`src/sv/cvmsf_pkg.sv`:
```
`default_nettype none
package cvmsf_pkg;

   // Fixed frame geometry.
   localparam int CHANNELS      = 8;
   localparam int SAMPLE_W      = 16;
   localparam int CH_W          = $clog2(CHANNELS);
   localparam int CNT_W         = $clog2(CHANNELS + 1);
   localparam int BLOCK_LEN_DEF = 64;

   // Upper clamp of a selection sum, floor(0.999 * 32768).
   localparam int SEL_MAX = 32735;

   // Configuration port.
   localparam int CSR_IDX_W  = 3;
   localparam int CSR_DATA_W = 16;

   localparam logic [CSR_IDX_W-1:0] REG_IN_OFS   = 3'd0;
   localparam logic [CSR_IDX_W-1:0] REG_OUT_OFS  = 3'd1;
   localparam logic [CSR_IDX_W-1:0] REG_ACTIVE   = 3'd2;
   localparam logic [CSR_IDX_W-1:0] REG_SOFT     = 3'd3;
   localparam logic [CSR_IDX_W-1:0] REG_IN_MASK  = 3'd4;
   localparam logic [CSR_IDX_W-1:0] REG_OUT_MASK = 3'd5;

   // Routing decisions that travel with a frame down to the output merge.
   typedef struct packed {
      logic [CH_W-1:0] cur_dest;
      logic [CH_W-1:0] prev_dest;
      logic            cur_en;
      logic            prev_en;
      logic            add_old;
   } route_ctl_type;

   // Load strobes for the two registered steps inside a gain lane.
   typedef struct packed {
      logic load_b;
      logic load_c;
   } stage_en_type;

endpackage
`default_nettype wire

```
`src/sv/cvmsf_pick.sv`:
```
`default_nettype none
module cvmsf_pick (
   input  wire logic signed [cvmsf_pkg::SAMPLE_W-1:0] offset_i,
   input  wire logic signed [cvmsf_pkg::SAMPLE_W-1:0] cv_i,
   input  wire logic [cvmsf_pkg::CHANNELS-1:0]        mask_i,
   input  wire logic                                  active_only_i,
   output logic [cvmsf_pkg::CH_W-1:0]                 chan_o
);
   import cvmsf_pkg::*;

   localparam logic signed [SAMPLE_W:0] SEL_HI = (SAMPLE_W + 1)'(SEL_MAX);
   localparam int PROD_W = SAMPLE_W + CNT_W;

   logic signed [SAMPLE_W:0] sum;
   logic [SAMPLE_W-1:0]      clamped;
   logic [SAMPLE_W-1:0]      unsigned_sel;
   logic [CNT_W-1:0]         count;
   logic [CNT_W-1:0]         scale;
   logic [PROD_W-1:0]        prod;
   logic [CNT_W-1:0]         idx;
   logic [CNT_W-1:0]         seen;
   logic                     found;

   // Add the knob offset and clamp to the selection range.
   always_comb begin
      sum = {offset_i[SAMPLE_W-1], offset_i} + {cv_i[SAMPLE_W-1], cv_i};
      if (sum[SAMPLE_W] && !sum[SAMPLE_W-1]) begin
         clamped = {1'b1, {(SAMPLE_W - 1){1'b0}}};
      end else if (!sum[SAMPLE_W] && (sum > SEL_HI)) begin
         clamped = SEL_HI[SAMPLE_W-1:0];
      end else begin
         clamped = sum[SAMPLE_W-1:0];
      end
      // Offset binary: adds 32768 to the clamped value.
      unsigned_sel = {~clamped[SAMPLE_W-1], clamped[SAMPLE_W-2:0]};
   end

   // Scale the selection to an index over all or over the enabled channels.
   always_comb begin
      count = '0;
      for (int c = 0; c < CHANNELS; c++) begin
         count = count + CNT_W'(mask_i[c]);
      end
      scale = active_only_i ? count : CNT_W'(CHANNELS);
      prod  = PROD_W'(unsigned_sel) * PROD_W'(scale);
      idx   = prod[PROD_W-1 -: CNT_W];
   end

   // In active-only mode the index names the k-th enabled channel.
   always_comb begin
      seen  = '0;
      found = 1'b0;
      chan_o = '0;
      if (!active_only_i) begin
         chan_o = idx[CH_W-1:0];
      end else begin
         for (int c = 0; c < CHANNELS; c++) begin
            if (mask_i[c]) begin
               if (!found && (seen == idx)) begin
                  chan_o = CH_W'(c);
                  found  = 1'b1;
               end
               seen = seen + 1'b1;
            end
         end
      end
   end

endmodule
`default_nettype wire

```
`src/sv/cvmsf_lane.sv`:
```
`default_nettype none
module cvmsf_lane #(
   parameter int BLOCK_LEN = cvmsf_pkg::BLOCK_LEN_DEF
) (
   input  wire logic                                  clock,
   input  wire cvmsf_pkg::stage_en_type               en_i,
   input  wire logic signed [cvmsf_pkg::SAMPLE_W-1:0] sample_i,
   input  wire logic [$clog2(BLOCK_LEN / 2 + 1)-1:0]  num_i,
   output logic signed [cvmsf_pkg::SAMPLE_W:0]        value_o
);
   import cvmsf_pkg::*;

   // The gain is num / HALF. The division by HALF is a multiply by a rounded-up
   // reciprocal, exact for every product below 2**PROD_W.
   localparam int HALF    = BLOCK_LEN / 2;
   localparam int NUM_W   = $clog2(HALF + 1);
   localparam int PROD_W  = SAMPLE_W + NUM_W;
   localparam int SHIFT   = PROD_W + $clog2(HALF);
   localparam int RECIP_W = PROD_W + 2;
   localparam logic [63:0] RECIP_FULL = ((64'd1 << SHIFT) + 64'(HALF) - 64'd1) / 64'(HALF);
   localparam logic [RECIP_W-1:0] RECIP = RECIP_FULL[RECIP_W-1:0];

   logic [SAMPLE_W-1:0]         mag;
   logic [PROD_W-1:0]           prod_in;
   logic [PROD_W-1:0]           prod_ff;
   logic                        sign_b_ff;
   logic [PROD_W+RECIP_W-1:0]   wide;
   logic [SAMPLE_W-1:0]         quot_in;
   logic [SAMPLE_W-1:0]         quot_ff;
   logic                        sign_c_ff;

   // Magnitude times gain numerator.
   always_comb begin
      mag     = sample_i[SAMPLE_W-1] ? SAMPLE_W'(-sample_i) : SAMPLE_W'(sample_i);
      prod_in = PROD_W'(mag) * PROD_W'(num_i);
   end

   always_ff @(posedge clock) begin
      if (en_i.load_b) begin
         prod_ff   <= prod_in;
         sign_b_ff <= sample_i[SAMPLE_W-1];
      end
   end

   // Divide by the half-block length through the reciprocal.
   always_comb begin
      wide    = (PROD_W + RECIP_W)'(prod_ff) * (PROD_W + RECIP_W)'(RECIP);
      quot_in = wide[SHIFT +: SAMPLE_W];
   end

   always_ff @(posedge clock) begin
      if (en_i.load_c) begin
         quot_ff   <= quot_in;
         sign_c_ff <= sign_b_ff;
      end
   end

   // Restore the sign, truncating toward zero.
   always_comb begin
      value_o = sign_c_ff ? -$signed({1'b0, quot_ff}) : $signed({1'b0, quot_ff});
   end

endmodule
`default_nettype wire

```
`src/sv/cvmsf_merge.sv`:
```
`default_nettype none
module cvmsf_merge (
   input  wire logic signed [cvmsf_pkg::SAMPLE_W:0]           new_val_i,
   input  wire logic signed [cvmsf_pkg::SAMPLE_W:0]           old_val_i,
   input  wire cvmsf_pkg::route_ctl_type                      ctl_i,
   output logic [cvmsf_pkg::CHANNELS*cvmsf_pkg::SAMPLE_W-1:0] frame_o
);
   import cvmsf_pkg::*;

   localparam logic signed [SAMPLE_W+1:0] POS_LIM = (SAMPLE_W + 2)'(2 ** (SAMPLE_W - 1) - 1);
   localparam logic signed [SAMPLE_W+1:0] NEG_LIM = -(SAMPLE_W + 2)'(2 ** (SAMPLE_W - 1));

   function automatic logic [SAMPLE_W-1:0] sat(input logic signed [SAMPLE_W+1:0] v);
      logic [SAMPLE_W-1:0] r;
      if (v > POS_LIM) begin
         r = POS_LIM[SAMPLE_W-1:0];
      end else if (v < NEG_LIM) begin
         r = NEG_LIM[SAMPLE_W-1:0];
      end else begin
         r = v[SAMPLE_W-1:0];
      end
      return r;
   endfunction

   logic signed [SAMPLE_W+1:0] cur_sum;
   logic signed [SAMPLE_W+1:0] old_ext;
   logic [SAMPLE_W-1:0]        cur_out;
   logic [SAMPLE_W-1:0]        old_out;

   // The new route, with the fading old route mixed in on a source change.
   always_comb begin
      old_ext = {old_val_i[SAMPLE_W], old_val_i};
      cur_sum = {new_val_i[SAMPLE_W], new_val_i} + (ctl_i.add_old ? old_ext : '0);
      cur_out = sat(cur_sum);
      old_out = sat(old_ext);
   end

   // Place both routes on their output channels; all others are silent.
   always_comb begin
      for (int c = 0; c < CHANNELS; c++) begin
         frame_o[c*SAMPLE_W +: SAMPLE_W] = '0;
         if (ctl_i.cur_en && (ctl_i.cur_dest == CH_W'(c))) begin
            frame_o[c*SAMPLE_W +: SAMPLE_W] = cur_out;
         end
         if (ctl_i.prev_en && (ctl_i.prev_dest == CH_W'(c))) begin
            frame_o[c*SAMPLE_W +: SAMPLE_W] = old_out;
         end
      end
   end

endmodule
`default_nettype wire

```
`src/sv/cv_matrix_switch_soft_fade.sv`:
```
// Eight-channel sequential audio switch with optional crossfade.
// Input stream req_*: one audio frame per transfer, eight samples and two
// selection voltages. Output stream rsp_*: one frame of eight samples per
// input frame, in order; only the routed output channel carries signal, and during a fade also the old route's channel.
// Configuration: csr_wr_en writes csr_wdata into the register csr_index
// (offsets, active-only, soft mode, enable masks); write while idle only.
// The route is picked from the voltages on the first frame of each block of
// BLOCK_LEN frames; in soft mode a route change fades the old route out over
// the first half-block and the new route in over the second half.
// An accepted frame passes the input register, the two lane registers and the
// output register. Throughput: one frame per cycle while rsp_tready is high,
// set by the two gain lanes, each with one multiply for the gain and one for
// the divide by the half-block length, every multiply in its own stage.
// Reset clears the configuration registers, the stage valid flags, the route
// state and the block position; the first frame after reset starts a block.
// When the receiver holds rsp_tready low, the output register holds its frame
// and the earlier stages keep filling; req_tready drops once all are full.
`default_nettype none
module cv_matrix_switch_soft_fade #(
   parameter int BLOCK_LEN = cvmsf_pkg::BLOCK_LEN_DEF
) (
   input  wire logic                                              clock,
   input  wire logic                                              reset,
   // in_ch0..in_ch7, cv_in_select, cv_out_select, 16 bits each from bit 0
   input  wire logic [(cvmsf_pkg::CHANNELS+2)*cvmsf_pkg::SAMPLE_W-1:0] req_tdata,
   input  wire logic                                              req_tvalid,
   output logic                                                   req_tready,
   // out_ch0..out_ch7, 16 bits each from bit 0
   output logic [cvmsf_pkg::CHANNELS*cvmsf_pkg::SAMPLE_W-1:0]     rsp_tdata,
   output logic                                                   rsp_tvalid,
   input  wire logic                                              rsp_tready,
   input  wire logic                                              csr_wr_en,
   input  wire logic [cvmsf_pkg::CSR_IDX_W-1:0]                   csr_index,
   input  wire logic [cvmsf_pkg::CSR_DATA_W-1:0]                  csr_wdata
);
   import cvmsf_pkg::*;

   localparam int HALF  = BLOCK_LEN / 2;
   localparam int NUM_W = $clog2(HALF + 1);
   localparam int POS_W = $clog2(BLOCK_LEN);
   localparam logic [POS_W-1:0] POS_LAST = POS_W'(BLOCK_LEN - 1);
   localparam logic [POS_W:0]   HALF_K   = (POS_W + 1)'(HALF);
   localparam logic [POS_W:0]   FULL_K   = (POS_W + 1)'(2 * HALF);

   // Configuration registers.
   logic signed [SAMPLE_W-1:0] in_ofs_ff;
   logic signed [SAMPLE_W-1:0] out_ofs_ff;
   logic                       active_ff;
   logic                       soft_ff;
   logic [CHANNELS-1:0]        in_mask_ff;
   logic [CHANNELS-1:0]        out_mask_ff;

   always_ff @(posedge clock) begin
      if (reset) begin
         in_ofs_ff   <= '0;
         out_ofs_ff  <= '0;
         active_ff   <= 1'b0;
         soft_ff     <= 1'b0;
         in_mask_ff  <= '0;
         out_mask_ff <= '0;
      end else if (csr_wr_en) begin
         case (csr_index)
            REG_IN_OFS:   in_ofs_ff   <= csr_wdata[SAMPLE_W-1:0];
            REG_OUT_OFS:  out_ofs_ff  <= csr_wdata[SAMPLE_W-1:0];
            REG_ACTIVE:   active_ff   <= csr_wdata[0];
            REG_SOFT:     soft_ff     <= csr_wdata[0];
            REG_IN_MASK:  in_mask_ff  <= csr_wdata[CHANNELS-1:0];
            REG_OUT_MASK: out_mask_ff <= csr_wdata[CHANNELS-1:0];
            default: begin
            end
         endcase
      end
   end

   // Pipeline handshake: each stage loads when it is empty or moves on.
   logic a_valid_ff, b_valid_ff, c_valid_ff, o_valid_ff;
   logic a_valid_in, b_valid_in, c_valid_in, o_valid_in;
   logic load_a, load_o;
   logic ready_b, ready_c, ready_o;
   stage_en_type lane_en;

   always_comb begin
      ready_o        = !o_valid_ff || rsp_tready;
      load_o         = c_valid_ff && ready_o;
      ready_c        = !c_valid_ff || ready_o;
      lane_en.load_c = b_valid_ff && ready_c;
      ready_b        = !b_valid_ff || ready_c;
      lane_en.load_b = a_valid_ff && ready_b;
      req_tready     = !a_valid_ff || ready_b;
      load_a         = req_tvalid && req_tready;

      a_valid_in = load_a ? 1'b1 : (lane_en.load_b ? 1'b0 : a_valid_ff);
      b_valid_in = lane_en.load_b ? 1'b1 : (lane_en.load_c ? 1'b0 : b_valid_ff);
      c_valid_in = lane_en.load_c ? 1'b1 : (load_o ? 1'b0 : c_valid_ff);
      o_valid_in = load_o ? 1'b1 : (rsp_tready ? 1'b0 : o_valid_ff);
   end

   always_ff @(posedge clock) begin
      if (reset) begin
         a_valid_ff <= 1'b0;
         b_valid_ff <= 1'b0;
         c_valid_ff <= 1'b0;
         o_valid_ff <= 1'b0;
      end else begin
         a_valid_ff <= a_valid_in;
         b_valid_ff <= b_valid_in;
         c_valid_ff <= c_valid_in;
         o_valid_ff <= o_valid_in;
      end
   end

   // Unpack the frame.
   logic signed [SAMPLE_W-1:0] smp [CHANNELS];
   logic signed [SAMPLE_W-1:0] cv_in_select;
   logic signed [SAMPLE_W-1:0] cv_out_select;

   always_comb begin
      for (int c = 0; c < CHANNELS; c++) begin
         smp[c] = req_tdata[c*SAMPLE_W +: SAMPLE_W];
      end
      cv_in_select  = req_tdata[CHANNELS*SAMPLE_W +: SAMPLE_W];
      cv_out_select = req_tdata[(CHANNELS+1)*SAMPLE_W +: SAMPLE_W];
   end

   // Source and destination picks for a block start.
   logic [CH_W-1:0] pick_src;
   logic [CH_W-1:0] pick_dst;

   cvmsf_pick u_pick_src (
      .offset_i      (in_ofs_ff),
      .cv_i          (cv_in_select),
      .mask_i        (in_mask_ff),
      .active_only_i (active_ff),
      .chan_o        (pick_src)
   );

   cvmsf_pick u_pick_dst (
      .offset_i      (out_ofs_ff),
      .cv_i          (cv_out_select),
      .mask_i        (out_mask_ff),
      .active_only_i (active_ff),
      .chan_o        (pick_dst)
   );

   // Block position and route state.
   logic [POS_W-1:0] pos_ff, pos_in;
   logic [CH_W-1:0]  cur_src_ff, cur_dst_ff, prev_src_ff, prev_dst_ff;
   logic [CH_W-1:0]  cur_src_in, cur_dst_in, prev_src_in, prev_dst_in;
   logic             fade_ff, fade_in;
   logic             block_start;

   always_comb begin
      block_start = (pos_ff == '0);
      pos_in      = (pos_ff == POS_LAST) ? '0 : pos_ff + 1'b1;
      if (block_start) begin
         prev_src_in = cur_src_ff;
         prev_dst_in = cur_dst_ff;
         cur_src_in  = pick_src;
         cur_dst_in  = pick_dst;
         fade_in     = soft_ff && ((pick_src != cur_src_ff) || (pick_dst != cur_dst_ff));
      end else begin
         prev_src_in = prev_src_ff;
         prev_dst_in = prev_dst_ff;
         cur_src_in  = cur_src_ff;
         cur_dst_in  = cur_dst_ff;
         fade_in     = fade_ff;
      end
   end

   always_ff @(posedge clock) begin
      if (reset) begin
         pos_ff      <= '0;
         cur_src_ff  <= '0;
         cur_dst_ff  <= '0;
         prev_src_ff <= '0;
         prev_dst_ff <= '0;
         fade_ff     <= 1'b0;
      end else if (load_a) begin
         pos_ff      <= pos_in;
         cur_src_ff  <= cur_src_in;
         cur_dst_ff  <= cur_dst_in;
         prev_src_ff <= prev_src_in;
         prev_dst_ff <= prev_dst_in;
         fade_ff     <= fade_in;
      end
   end

   // Route samples, gain numerators and output placement for this frame.
   logic [POS_W:0]             k_ext;
   logic                       first_half;
   logic                       second_half;
   logic signed [SAMPLE_W-1:0] new_smp_in, old_smp_in;
   logic [NUM_W-1:0]           num_new_in, num_old_in;
   route_ctl_type              ctl_in;

   always_comb begin
      k_ext       = {1'b0, pos_ff};
      first_half  = (k_ext < HALF_K);
      second_half = !first_half && (k_ext < FULL_K);

      new_smp_in = in_mask_ff[cur_src_in] ? smp[cur_src_in] : '0;
      old_smp_in = (fade_in && in_mask_ff[prev_src_in]) ? smp[prev_src_in] : '0;

      num_new_in = HALF_K[NUM_W-1:0];
      num_old_in = HALF_K[NUM_W-1:0];
      if (fade_in) begin
         if (first_half) begin
            num_new_in = '0;
            num_old_in = NUM_W'(HALF_K - k_ext);
         end else if (second_half) begin
            num_new_in = NUM_W'(k_ext - HALF_K);
            num_old_in = '0;
         end
      end

      ctl_in.cur_dest  = cur_dst_in;
      ctl_in.prev_dest = prev_dst_in;
      ctl_in.cur_en    = out_mask_ff[cur_dst_in];
      ctl_in.prev_en   = (cur_dst_in != prev_dst_in) && out_mask_ff[prev_dst_in];
      ctl_in.add_old   = (cur_src_in != prev_src_in) && first_half;
   end

   logic signed [SAMPLE_W-1:0] a_new_smp_ff, a_old_smp_ff;
   logic [NUM_W-1:0]           a_num_new_ff, a_num_old_ff;
   route_ctl_type              a_ctl_ff, b_ctl_ff, c_ctl_ff;

   always_ff @(posedge clock) begin
      if (load_a) begin
         a_new_smp_ff <= new_smp_in;
         a_old_smp_ff <= old_smp_in;
         a_num_new_ff <= num_new_in;
         a_num_old_ff <= num_old_in;
         a_ctl_ff     <= ctl_in;
      end
      if (lane_en.load_b) begin
         b_ctl_ff <= a_ctl_ff;
      end
      if (lane_en.load_c) begin
         c_ctl_ff <= b_ctl_ff;
      end
   end

   // One gain lane for the new route, one for the old.
   logic signed [SAMPLE_W:0] new_val, old_val;

   cvmsf_lane #(
      .BLOCK_LEN (BLOCK_LEN)
   ) u_lane_new (
      .clock    (clock),
      .en_i     (lane_en),
      .sample_i (a_new_smp_ff),
      .num_i    (a_num_new_ff),
      .value_o  (new_val)
   );

   cvmsf_lane #(
      .BLOCK_LEN (BLOCK_LEN)
   ) u_lane_old (
      .clock    (clock),
      .en_i     (lane_en),
      .sample_i (a_old_smp_ff),
      .num_i    (a_num_old_ff),
      .value_o  (old_val)
   );

   // Merge the lanes onto the output channels.
   logic [CHANNELS*SAMPLE_W-1:0] frame_in;
   logic [CHANNELS*SAMPLE_W-1:0] frame_ff;

   cvmsf_merge u_merge (
      .new_val_i (new_val),
      .old_val_i (old_val),
      .ctl_i     (c_ctl_ff),
      .frame_o   (frame_in)
   );

   always_ff @(posedge clock) begin
      if (load_o) begin
         frame_ff <= frame_in;
      end
   end

   assign rsp_tdata  = frame_ff;
   assign rsp_tvalid = o_valid_ff;

endmodule
`default_nettype wire
```
`config.mk`:
```
export PLATFORM = sky130hd
export DESIGN_NAME = cv_matrix_switch_soft_fade
export DESIGN_NICKNAME = d
export VERILOG_FILES = /design/src/sv/cvmsf_pkg.sv /design/src/sv/cvmsf_pick.sv /design/src/sv/cvmsf_lane.sv /design/src/sv/cvmsf_merge.sv /design/src/sv/cv_matrix_switch_soft_fade.sv
export SDC_FILE = /design/constraint.sdc
export NUM_CORES = 1
export LEC_CHECK = 0
export ABC_AREA = 1
export BUFFER_PORTS_ARGS = -buffer_cell sky130_fd_sc_hd__buf_2
export CAP_MARGIN = 20
export CORE_MARGIN = 2
export CORE_UTILIZATION = 50
export CTS_BUF_LIST = sky130_fd_sc_hd__clkbuf_2
export DETAILED_ROUTE_END_ITERATION = 12
export PLACE_DENSITY = 0.79
export SLEW_MARGIN = 10
export SYNTH_ARGS = -nofsm -noshare
export SYNTH_HDL_FRONTEND = slang
export SYNTH_SLANG_ARGS = --single-unit
```
`constraint.sdc`:
```
create_clock -name clock -period 12.85 [get_ports clock]
set_clock_uncertainty 0.2 [all_clocks]
set_input_delay 2.57 -clock clock [delete_from_list [all_inputs] [get_ports clock]]
set_output_delay 2.57 -clock clock [all_outputs]
set_load 0.02 [all_outputs]
```
[Yosys cells after proc, flatten, opt, wreduce, memory -nomap -nowiden]
Index checks and enable logic that the tools add are counted.
Operators by class
  equality and inequality tests: 38
  reduce and logical (&&, ||, !) cells: 87
  muxes and demuxes: 164
  add/subtract/negate cells: 36
  divide/modulo/power cells: 0
  order comparisons: 13
  $mul: 4
  bitwise logic cells: 5
  shift operators: 0
Operator list (number)
  two-way mux 16 bit: 30
  two-way mux 4 bit: 28
  two-way mux 3 bit: 35
  binary-select mux 16 bit (select 3 bit): 2
  two-way mux 1 bit: 59
  == test 4 bit: 14
  > comparator 17 x 16 -> 1 bit, second input constant: 3
  adder 4 x 1 -> 4 bit: 12
  adder 4 x 1 -> 4 bit, second input constant: 12
  logical AND 1 bit: 42
  multiplier 16 x 6 -> 21 bit: 2
  multiplier 16 x 4 -> 20 bit: 2
  adder 16 x 16 -> 17 bit: 2
  two-way mux 17 bit: 2
  negator 16 -> 17 bit: 2
  negator 16 bit: 2
  == test 3 bit, second input constant: 10
  logical NOT 1 bit: 22
  adder 18 bit: 1
  == test 3 x 2 -> 1 bit, second input constant: 6
  > comparator 18 x 16 -> 1 bit, second input constant: 1
  less-than comparator 18 x 16 -> 1 bit, second input constant: 1
  two-way mux 18 bit: 1
  two-way mux 6 bit: 3
  21 further kinds: 53
Word-level totals
  input bits: 184
  memory bits (writable): 0
  bits in registers: 350
  ROM bits: 0
  word-level logic and storage cells: 393
  memories: 0
  output and inout port bits: 130
  bits in latches: 0

[Logic depth before layout (Yosys ltp)]
Gate-level depths: netlist of run 1.
  depth after elaboration: 54
  mapped depth: 57
  gate-level depth less buffers: 56

[Hierarchy]
From an unflattened synthesis of run 1, not the netlist that was laid out.
Unflattened totals
  cells, all modules: 4848
  area, all modules: 33771.1 µm²
Modules (own cells, without submodules)
  cv_matrix_switch_soft_fade: area an instance 12814.8 µm², cells an instance 1508, instances 1
  cvmsf_lane at u_lane_new: area an instance 4814.6 µm², cells an instance 615, instances 1
  cvmsf_lane at u_lane_old: area an instance 4780.8 µm², cells an instance 611, instances 1
  cvmsf_pick at u_pick_src: area an instance 3985.1 µm², cells an instance 680, instances 1
  cvmsf_pick at u_pick_dst: area an instance 3946.3 µm², cells an instance 684, instances 1
  cvmsf_merge: area an instance 3429.5 µm², cells an instance 750, instances 1

[Least setup slack after synthesis of run 1]
No wires, ideal clock.
  path type: in2reg
  start point: in req_tdata[128] (netlist bit)
  end point: reg a_new_smp_ff[10] (data pin)
  setup time: 248 ps
  slack: 3711 ps
  path buffers: 1
  data arrival time: 8691 ps
  stages: 53
  path through: ha_1 inv_1 fa_1 inv_1 nand3_1 nand3_1 nand2_1 nand2_1 nand2_1 nand2_1 nor2_1 nand2_1 nor2_1 nand2_1 nand2_1 nand2_4 clkinv_1 a21oi_1 [17 not listed] nand3_1 nor2_1 nand2_1 nor2_1 nand3_1 nand4_1 nor2_1 nor2_2 nand2_1 nand2_1 nand2_1 o21ai_2 inv_4 buf_2 nand3_1 nand2_1 nand2_2 inv_2
On the way
  word-level cells in the longest chain between the ends: 51
RTL lines
  start, declared: RTL line cv_matrix_switch_soft_fade.sv:25  | input wire logic [(cvmsf_pkg::CHANNELS+2)*cvmsf_pkg::SAMPLE_W-1:0] req_tdata,
  adder 16 x 16 -> 17 bit *: RTL line cvmsf_pick.sv:26  | sum = {offset_i[SAMPLE_W-1], offset_i} + {cv_i[SAMPLE_W-1], cv_i};
  > comparator 17 x 16 -> 1 bit / logical NOT 1 bit (equally long branches): RTL line cvmsf_pick.sv:29  | end else if (!sum[SAMPLE_W] && (sum > SEL_HI)) begin
  logical AND 1 bit: RTL line cvmsf_pick.sv:29
  two-way mux 16 bit: RTL line cvmsf_pick.sv:29
  two-way mux 16 bit *: RTL line cvmsf_pick.sv:27  | if (sum[SAMPLE_W] && !sum[SAMPLE_W-1]) begin
  inverter 1 bit: RTL line cvmsf_pick.sv:35  | unsigned_sel = {~clamped[SAMPLE_W-1], clamped[SAMPLE_W-2:0]};
  multiplier 16 x 4 -> 20 bit *: RTL line cvmsf_pick.sv:45  | prod = PROD_W'(unsigned_sel) * PROD_W'(scale);
  logical NOT 4 bit: RTL line cvmsf_pick.sv:59  | if (!found && (seen == idx)) begin
  [34 not listed]
  logical AND 1 bit: RTL line cvmsf_pick.sv:59
  two-way mux 3 bit: RTL line cvmsf_pick.sv:59
  two-way mux 3 bit: RTL line cvmsf_pick.sv:58  | if (mask_i[c]) begin
  two-way mux 3 bit *: RTL line cvmsf_pick.sv:54  | if (!active_only_i) begin
  two-way mux 3 bit *: RTL line cv_matrix_switch_soft_fade.sv:155  | if (block_start) begin
  inverter 3 -> 4 bit (not written as such): RTL line cv_matrix_switch_soft_fade.sv:201  | new_smp_in = in_mask_ff[cur_src_in] ? smp[cur_src_in] : '0;
  binary-select mux 16 bit (select 3 bit): RTL line cv_matrix_switch_soft_fade.sv:201
  two-way mux 16 bit (not written as such) (2 in series): RTL line cv_matrix_switch_soft_fade.sv:201
  end signal, assigned: RTL line cv_matrix_switch_soft_fade.sv:229  | a_new_smp_ff <= new_smp_in;
  end, declared: RTL line cv_matrix_switch_soft_fade.sv:223  | logic signed [SAMPLE_W-1:0] a_new_smp_ff, a_old_smp_ff;
Every way passes the cells marked *; elsewhere a longest branch is shown, timed or not. The select of a mux whose other input is x is not followed.
A chain may end at the register's enable or synchronous reset.

[Worst setup path in the final report of run 1]
  start point: in req_tdata[128] (netlist bit)
  end point: reg a_new_smp_ff[3] (data pin)
The elaborated chain is that of the path after synthesis.

==> impl_summary.txt, run 1 <==
----------------------------------------------------
[Outcome]
  Outcome ... finished clean

[Detailed routing]
  First-pass detailed-route iteration total ... 9
  Residual DRC ... 0
  Antenna-violating nets left ... 0
  DRC marker count from the first detailed-route iteration ... around 2400
  Via count ... 27800
  Mean number of vias per cell ... approximately 5.5
  Wire per inst ... 15.7 um
  Total Routed Length ... between 70000 and 80000 um

[Worst hold path]
  Hold/Removal Path Class ... reg2reg
  Hold worst-path end ... b_ctl_ff[8]
  Critical hold path startpoint ... a_ctl_ff[8]
  Worst hold path stage count ... 0

[Floorplanning]
  Number of ports placed on the die boundary ... 314
  Floorplan Core Area ... about 60000 sq um
  Die Footprint ... 62300 sq um
  Standard-cell row count ... 90
  Die Span X ... roughly 250 um
  DIE HEIGHT ... ~250 um
  Effective utilization at floorplan ... 0.502

[Power]
  Power density over the cells ... between 100 and 150 nW/um^2
  Max rail drop VDD ... 99.6 uV
  Overall power of the completed layout ... around 4.2 mW
  Static leakage power ... about 16 nW

[Layout]
  Layout overhead on the synthesized area ... 10.3%
  Max FFs per register ... around 130
  Most common library cell in the layout ignoring fill and taps ... sky130_fd_sc_hd__nand2_1
  Final std cells w/o fill ... 5086
  Commonest non-fill, non-tap cells in the layout ... sky130_fd_sc_hd__nand2_1, sky130_fd_sc_hd__inv_1, sky130_fd_sc_hd__nor2_1, sky130_fd_sc_hd__buf_2, sky130_fd_sc_hd__nand3_1
  Fill cell total of the finished layout ... ~5500
  Core occupancy in the finished layout ... 0.554
  Number of nets in the layout ... around 4800
  Layout cell share with drive strength beyond 1 ... 0.139

[CTS]
  TritonCTS clock tree ... built
  Post-cts gate resize count ... 0
  Clock transition at path regs ... about 0.1 ns
  Number of levels in the clock H-tree ... 3
  Post-CTS Setup Bufs ... 0
  Number of buffers created by CTS ... 84
  Quantity of hold-fixing buffers added after cts ... 0
  Clock net sink count ... 340
  Clock tree root driver cell ... sky130_fd_sc_hd__clkbuf_2
  Buffer levels on the longest clock path ... 3
  Source-to-sink clock delay at the later pin of the worst-skew pair ... 1.05 ns

[Worst setup path]
  Critical R2R Launch ... in_mask_ff[1]
  Critical R2R Capture ... a_new_smp_ff[3]
  Worst reg2reg path depth ... 46
  Worst stage delay on the critical path ... between 0.5 and 0.6 ns
  Type of the setup path with the least slack ... in2reg
  Kind of end point of the critical path ... flop
  Critical Path AT ... between 10 and 15 ns
  Top cell by count, worst path ... sky130_fd_sc_hd__nand2_1
  Required time worst endpoint ... 13.43 ns
  Startpoint kind of the worst setup timing path ... input pin
  Register-to-register setup slack ... ~3.5 ns
  Cell type of the slowest stage on the worst timing path ... sky130_fd_sc_hd__fa_1
  Highest fanout seen on the critical path ... between 70 and 80

[Logic synthesis]
  Avg Synthesized Cell Area ... ~7.7 sq um
  Number of library cell types mapped by synthesis ... just under 60
  Number of synthesized register bits ... 340
  Synthesized cell area ... roughly 30000 sq um
  Synth Warn # ... 0
  Total nets after synthesis ... approximately 4500
  Sequential element share of the synthesized area ... 0.314
  Gate Count Post-Synth ... approximately 3900

[Timing]
  Transition at the pin with the smallest max-transition slack ... between 1 and 1.5 ns
  Period utilization ... 0.775
  Setup TNS Final ... 0 ns
  Setup-failing EPs final ... 0
  Final max-slew violation count ... 0
  Slew HR ... 0.233
  Final hold violation count ... 0
  Clock period minus final worst setup slack ... between 9 and 10 ns
  Unrepaired setup endpoints after global routing ... false
  Maximum frequency from static timing analysis ... around 100 MHz
  Least setup slack across all paths after layout ... between 2 and 3 ns

[Job]
  Maxcap violations ... 0

[Placed design]
  Placement Setup Slack ... between 1.5 and 2 ns
  Quantity of I/O buffers inserted on ports ... around 310
  RePlAce Congestion ... between 0.9 and 1
  Placed Instances ... 4921
  HPWL after detailed placement ... around 61000 um

[GRT]
  GRT Overall Usage ... 0.252
  Number of global-route vias before repair ... 26300
  Sum of overflow across all layers after global routing ... 0
  Largest net degree at the start of global routing ... 75
  First-pass GRT wire length ... between 100000 and 150000 um
  Initial antenna violation count ... 7

----------------------------------------------------
==> area by class of cell <==
cell class / count / area [sq um] / share of cell area
flip-flops and latches: 340 / 9480 / 0.285
repair buffers: 332 / 1740 / 0.0524
inverters: 647 / 2430 / 0.0731
multi-input cells: 2822 / 17700 / 0.533
clock buffers: 114 / 571 / 0.0171
clock inverters: 42 / 312 / 0.00936
diodes: 7 / 17.5 / 0.000527
well taps: 782 / 978 / 0.0294
==> through the flow <==
| stage | cell area, sq um | hold slack (ns) |
|---|---|---|
| detailed placement | 32300 | 0.205 |
| global placement | 32300 | 0.202 |
| finish | 33300 | 0.180 |
| floorplan | 30200 | 0.200 |
| global route | 33300 | 0.158 |
| CTS | 33200 | 0.160 |
==> layer usage <==
metal  up-vias  routed length, um  GRT usage
met1     12800              33300      0.333
li1      13500                  -          -
met3       189               7070     0.0409
met5         -                  7          0
met4         2               2430     0.0974
met2      1364              37100      0.417
==> worst max path at each step <==
stage	start	endpoint	slack [ns]	cells after the start
finish	req_tdata[128]	a_new_smp_ff[3]	2.89	55
global route	req_tdata[128]	a_new_smp_ff[4]	2.14	55
global placement	req_tdata[128]	a_new_smp_ff[5]	2.21	55
detailed placement	req_tdata[128]	a_new_smp_ff[3]	1.91	55
CTS	req_tdata[128]	a_new_smp_ff[12]	3.03	55
floorplan	req_tdata[128]	a_new_smp_ff[10]	3.71	53
==> synthesized netlist by cell type (all sizes together) <==
cell type  instances  area share
nand2            838        0.11
inv              640       0.080
nor2             475       0.060
nand3            277       0.047
edfxtp           267        0.27
o21ai            226       0.039
fa               175        0.12
ha               169       0.070
a21oi            162       0.028
o22ai            144       0.030
clkbuf            92       0.011
xor2              81       0.024
dfxtp             73       0.048
xnor2             47       0.014
nor3              44      0.0076
or2               40      0.0083
buf               31      0.0065
a31oi             21      0.0044
nand4             19      0.0039
o221ai            18      0.0052
o21bai            15      0.0037
nand3b            14      0.0035
nor4              10      0.0021
o211ai             8      0.0022
a21o               7      0.0017
clkinv             7     0.00087
o31ai              7      0.0017
a211oi             5      0.0012
a21boi             3     0.00075
and2               3     0.00062
nor3b              3     0.00075
a221oi             2     0.00058
o41ai              2     0.00058
or3                2     0.00041
a2111oi            1     0.00033
a22oi              1     0.00041
a311oi             1     0.00029
a41oi              1     0.00029
o21a               1     0.00025
==> kinds of logic (layout without fill, tap and decap cells) <==
family,after synthesis,count (layout),share of synthesized area
AO/OA/AOI/OAI,625,625,0.120
flip-flops,340,340,0.314
buffers and inverters,770,1135,0.0986
adder cells (fa/ha/maj),344,344,0.186
XOR/XNOR,128,128,0.0372
AND/OR/NAND/NOR,1725,1725,0.243
other,0,7,0
==> worst max-delay path, delay by kind of cell <==
family	cells	cell delay [ns]
AND/OR/NAND/NOR	34	3.19
buffers and inverters	11	1.65
adder cells (fa/ha/maj)	5	1.94
AO/OA/AOI/OAI	5	1.14
==> power breakdown <==
group	switching (mW)	total (mW)	internal (mW)
sequential	0.0590	1.42	1.36
clock	0.455	0.803	0.349
combinational	1.25	1.98	0.731
total	1.76	4.20	2.44
No activity file was read; power rests on OpenSTA's default activity.
==> run 2, diff against run 1 <==
ABC_AREA = 0   (was 1)
PLACE_DENSITY = 0.82   (was 0.79)
clock period = 9.1 ns   (was 12.85 ns; I/O delays follow)
==> impl_summary.txt, run 2 <==
----------------------------------------------------
[Logic synthesis]
  Gate Count Post-Synth ... around 3200
  Main area contributors after synthesis ... sky130_fd_sc_hd__edfxtp_1, sky130_fd_sc_hd__fa_1, sky130_fd_sc_hd__ha_1
  Number of library cell types mapped by synthesis ... 99
  Avg Synthesized Cell Area ... approximately 9.4 sq um
  Share of Yosys cell area claimed by the top area cell type ... 0.266
  Library cell occupying the most area in the post-synthesis netlist ... sky130_fd_sc_hd__edfxtp_1
  Count of flip-flops with a built-in enable after synthesis ... about 270
  Cell with the most instances after synthesis ... sky130_fd_sc_hd__nand2_1
  Commonest cells in the netlist ... sky130_fd_sc_hd__nand2_1, sky130_fd_sc_hd__inv_1, sky130_fd_sc_hd__edfxtp_1, sky130_fd_sc_hd__nor2_1, sky130_fd_sc_hd__a21oi_1
  Sequential element share of the synthesized area ... 0.315
  Most used flip-flop cell after synthesis ... sky130_fd_sc_hd__edfxtp_1
  Synthesized cell area ... about 30000 sq um
  Synth Warn # ... 0
  Total nets after synthesis ... between 3000 and 4000
  Ys async rst share ... 0
  Number of synthesized register bits ... 340

[Timing]
  Setup-failing EPs final ... 37
  Least setup slack across all paths after layout ... -0.246 ns
  Clock period minus final worst setup slack ... about 9.3 ns
  Final max-slew violation count ... 0
  Slew HR ... 0.263
  Unrepaired setup endpoints after global routing ... true
  Period utilization ... 1.03
  Transition at the pin with the smallest max-transition slack ... approximately 1.1 ns
  Final hold violation count ... 0
  Maximum frequency from static timing analysis ... approximately 110 MHz

[Layout]
  Commonest non-fill, non-tap cells in the layout ... sky130_fd_sc_hd__nand2_1, sky130_fd_sc_hd__buf_4, sky130_fd_sc_hd__buf_2, sky130_fd_sc_hd__inv_1, sky130_fd_sc_hd__edfxtp_1
  Number of nets in the layout ... around 4400
  Area occupied by registers ... between 9000 and 10000 sq um
  Most common library cell in the layout ignoring fill and taps ... sky130_fd_sc_hd__nand2_1
  Multi-input logic area ... between 20000 and 25000 sq um
  Layout cell share with drive strength beyond 1 ... 0.289
  Max FFs per register ... about 130
  Core occupancy in the finished layout ... 0.638
  Layout overhead on the synthesized area ... 25.6%
  Fill cell total of the finished layout ... 4563

[Power]
  Sw frac ... 0.390
  Power density over the cells ... between 150 and 200 nW/um^2
  Switching power summed over all nets ... between 2 and 2.5 mW
  Max rail drop VDD ... about 130 uV
  Cell-internal power ... approximately 3.7 mW
  Static leakage power ... 16.4 nW
  Portion of total power attributed to the clock network ... 0.209
  Logic gate share of total power ... 0.462
  Seq pwr share ... 0.329

[GRT]
  Number of global-route vias before repair ... about 28000
  Initial antenna violation count ... 4
  First-pass GRT wire length ... between 100000 and 150000 um
  GRT Overall Usage ... 0.280
  Largest net degree at the start of global routing ... 83
  Sum of overflow across all layers after global routing ... 0

[Placed design]
  Quantity of I/O buffers inserted on ports ... approximately 310
  RePlAce Congestion ... between 0.9 and 1
  Placement Setup Slack ... -1.31 ns
  HPWL after detailed placement ... about 70000 um

[Worst setup path]
  Cell type of the slowest stage on the worst timing path ... sky130_fd_sc_hd__or4b_4
  Highest fanout seen on the critical path ... 7
  Top cell by count, worst path ... sky130_fd_sc_hd__buf_6
  Worst reg2reg path depth ... 36
  Critical R2R Capture ... a_new_smp_ff[14]
  Register-to-register setup slack ... -0.05 ns
  Kind of end point of the critical path ... flop
  Worst stage delay on the critical path ... approximately 0.58 ns
  Critical R2R Launch ... in_mask_ff[0]
  Required time worst endpoint ... 9.81 ns
  Critical Path AT ... around 10 ns
  Type of the setup path with the least slack ... in2reg
  Startpoint kind of the worst setup timing path ... input pin

[Detailed routing]
  Total Routed Length ... about 90000 um
  Wire per inst ... about 19 um
  First-pass detailed-route iteration total ... 8
  Mean number of vias per cell ... 6.01
  Residual DRC ... 0
  Via count ... about 28000
  DRC marker count from the first detailed-route iteration ... 2671
  Antenna-violating nets left ... 0

[CTS]
  Buffer levels on the longest clock path ... 3
  Clock transition at path regs ... around 0.11 ns
  Clock net sink count ... 340
  TritonCTS clock tree ... built
  Number of levels in the clock H-tree ... 3
  Source-to-sink clock delay at the later pin of the worst-skew pair ... approximately 1.1 ns
  Clock tree root driver cell ... sky130_fd_sc_hd__clkbuf_2
  Quantity of hold-fixing buffers added after cts ... 0
  Number of buffers created by CTS ... 87

[Job]
  Maxcap violations ... 0

[Floorplanning]
  Effective utilization at floorplan ... 0.508
  Floorplan Core Area ... ~60000 sq um
  DIE HEIGHT ... around 250 um
  Number of ports placed on the die boundary ... 314
  Die Span X ... approximately 250 um
  Die Footprint ... slightly above 60000 sq um
  Standard-cell row count ... 89

[Outcome]
  Violations in the final reports ... setup timing
  Outcome ... finished, violations left

[Worst hold path]
  Hold worst-path end ... b_ctl_ff[2]
  Hold/Removal Path Class ... reg2reg
  Worst hold path stage count ... 0
  Critical hold path startpoint ... a_ctl_ff[2]

----------------------------------------------------
==> run 2: cell types whose count changed after synthesis, sizes merged, moves of 99 or more <==
cell	previous run	this run
o21ai	226	103
nor2	475	216
nand2	838	399
nand3	277	78
o22ai	144	19
inv	640	303
o221ai	18	117
==> run 2: how the worst max path moves through the flow <==
stage | startpoint | cells after the start | slack [ns] | end
global placement | req_tdata[128] | 37 | -1.08 | a_new_smp_ff[14]
CTS | req_tdata[128] | 39 | 0.00009 | a_new_smp_ff[11]
finish | req_tdata[128] | 39 | -0.25 | a_new_smp_ff[14]
global route | req_tdata[128] | 36 | -0.43 | a_old_smp_ff[13]
floorplan | req_tdata[128] | 34 | -0.65 | a_old_smp_ff[10]
detailed placement | req_tdata[128] | 37 | -1.31 | a_new_smp_ff[14]
==> run 2: cells by family after synthesis <==
| group | Yosys count | synth area share |
|---|---|---|
| fa+ha+maj | 357 | 0.191 |
| buf+inv | 437 | 0.0562 |
| xor+xnor | 179 | 0.0537 |
| flops | 340 | 0.315 |
| simple gates | 1053 | 0.167 |
| compound gates | 724 | 0.169 |
| mux | 103 | 0.0487 |
==> run 2: per-stage QoR <==
stage	std cells	hold WS [ns]	TNS (ns)	power [mW]	instance area [sq um]
2_1_floorplan	3193	0.200	-23.04	3.81	30800
3_3_place_gp	4519	0.201	-42.54	4.46	35700
3_5_place_dp	4521	0.205	-51.64	4.59	35700
4_1_cts	4694	0.157	0	5.89	37000
5_1_grt	4726	0.196	-14.20	6.44	37800
6_report	4728	0.188	-6.89	6.05	37800
==> run 2: repair_timing <==
action                                  CTS  global route
resized for setup                        32           120
pin swaps                                15            60
endpoints found under the setup margin   32            43
buffers inserted                         10            32
cloned                                    2             2
==> run 2: cell type report <==
cell class | count | area share
antenna | 3 | 0.000199
inverter | 304 | 0.0302
clock inverter | 40 | 0.00979
sequential | 340 | 0.251
multi-input combinational | 2416 | 0.537
timing repair buffer | 731 | 0.130
clock buffer | 121 | 0.0160
tap | 773 | 0.0256
==> run 2: critical path: cells and delay by family <==
| family | cells | cell delay, ns |
|---|---|---|
| compound gates | 13 | 2.68 |
| buf+inv | 10 | 1.10 |
| simple gates | 10 | 2.58 |
| fa+ha+maj | 5 | 1.71 |
| mux | 1 | 0.20 |
==> run 2: layer usage <==
layer	share of wire	global-route usage	routed length, um	up-vias
li1	-	-	-	13000
met1	0.37	0.334	33400	13600
met2	0.50	0.493	44600	1581
met3	0.084	0.0471	7550	315
met4	0.047	0.133	4210	6
met5	0.00037	0	33	-
==> run 2: power groups by stage <==
stage | Sequential (mW) | Combinational, mW | Clock (mW)
floorplan | 2.00 | 1.82 | 0
global placement | 2.02 | 2.45 | 0
detailed placement | 2.02 | 2.57 | 0
CTS | 1.99 | 2.62 | 1.28
global route | 2.00 | 3.09 | 1.34
finish | 1.99 | 2.79 | 1.26
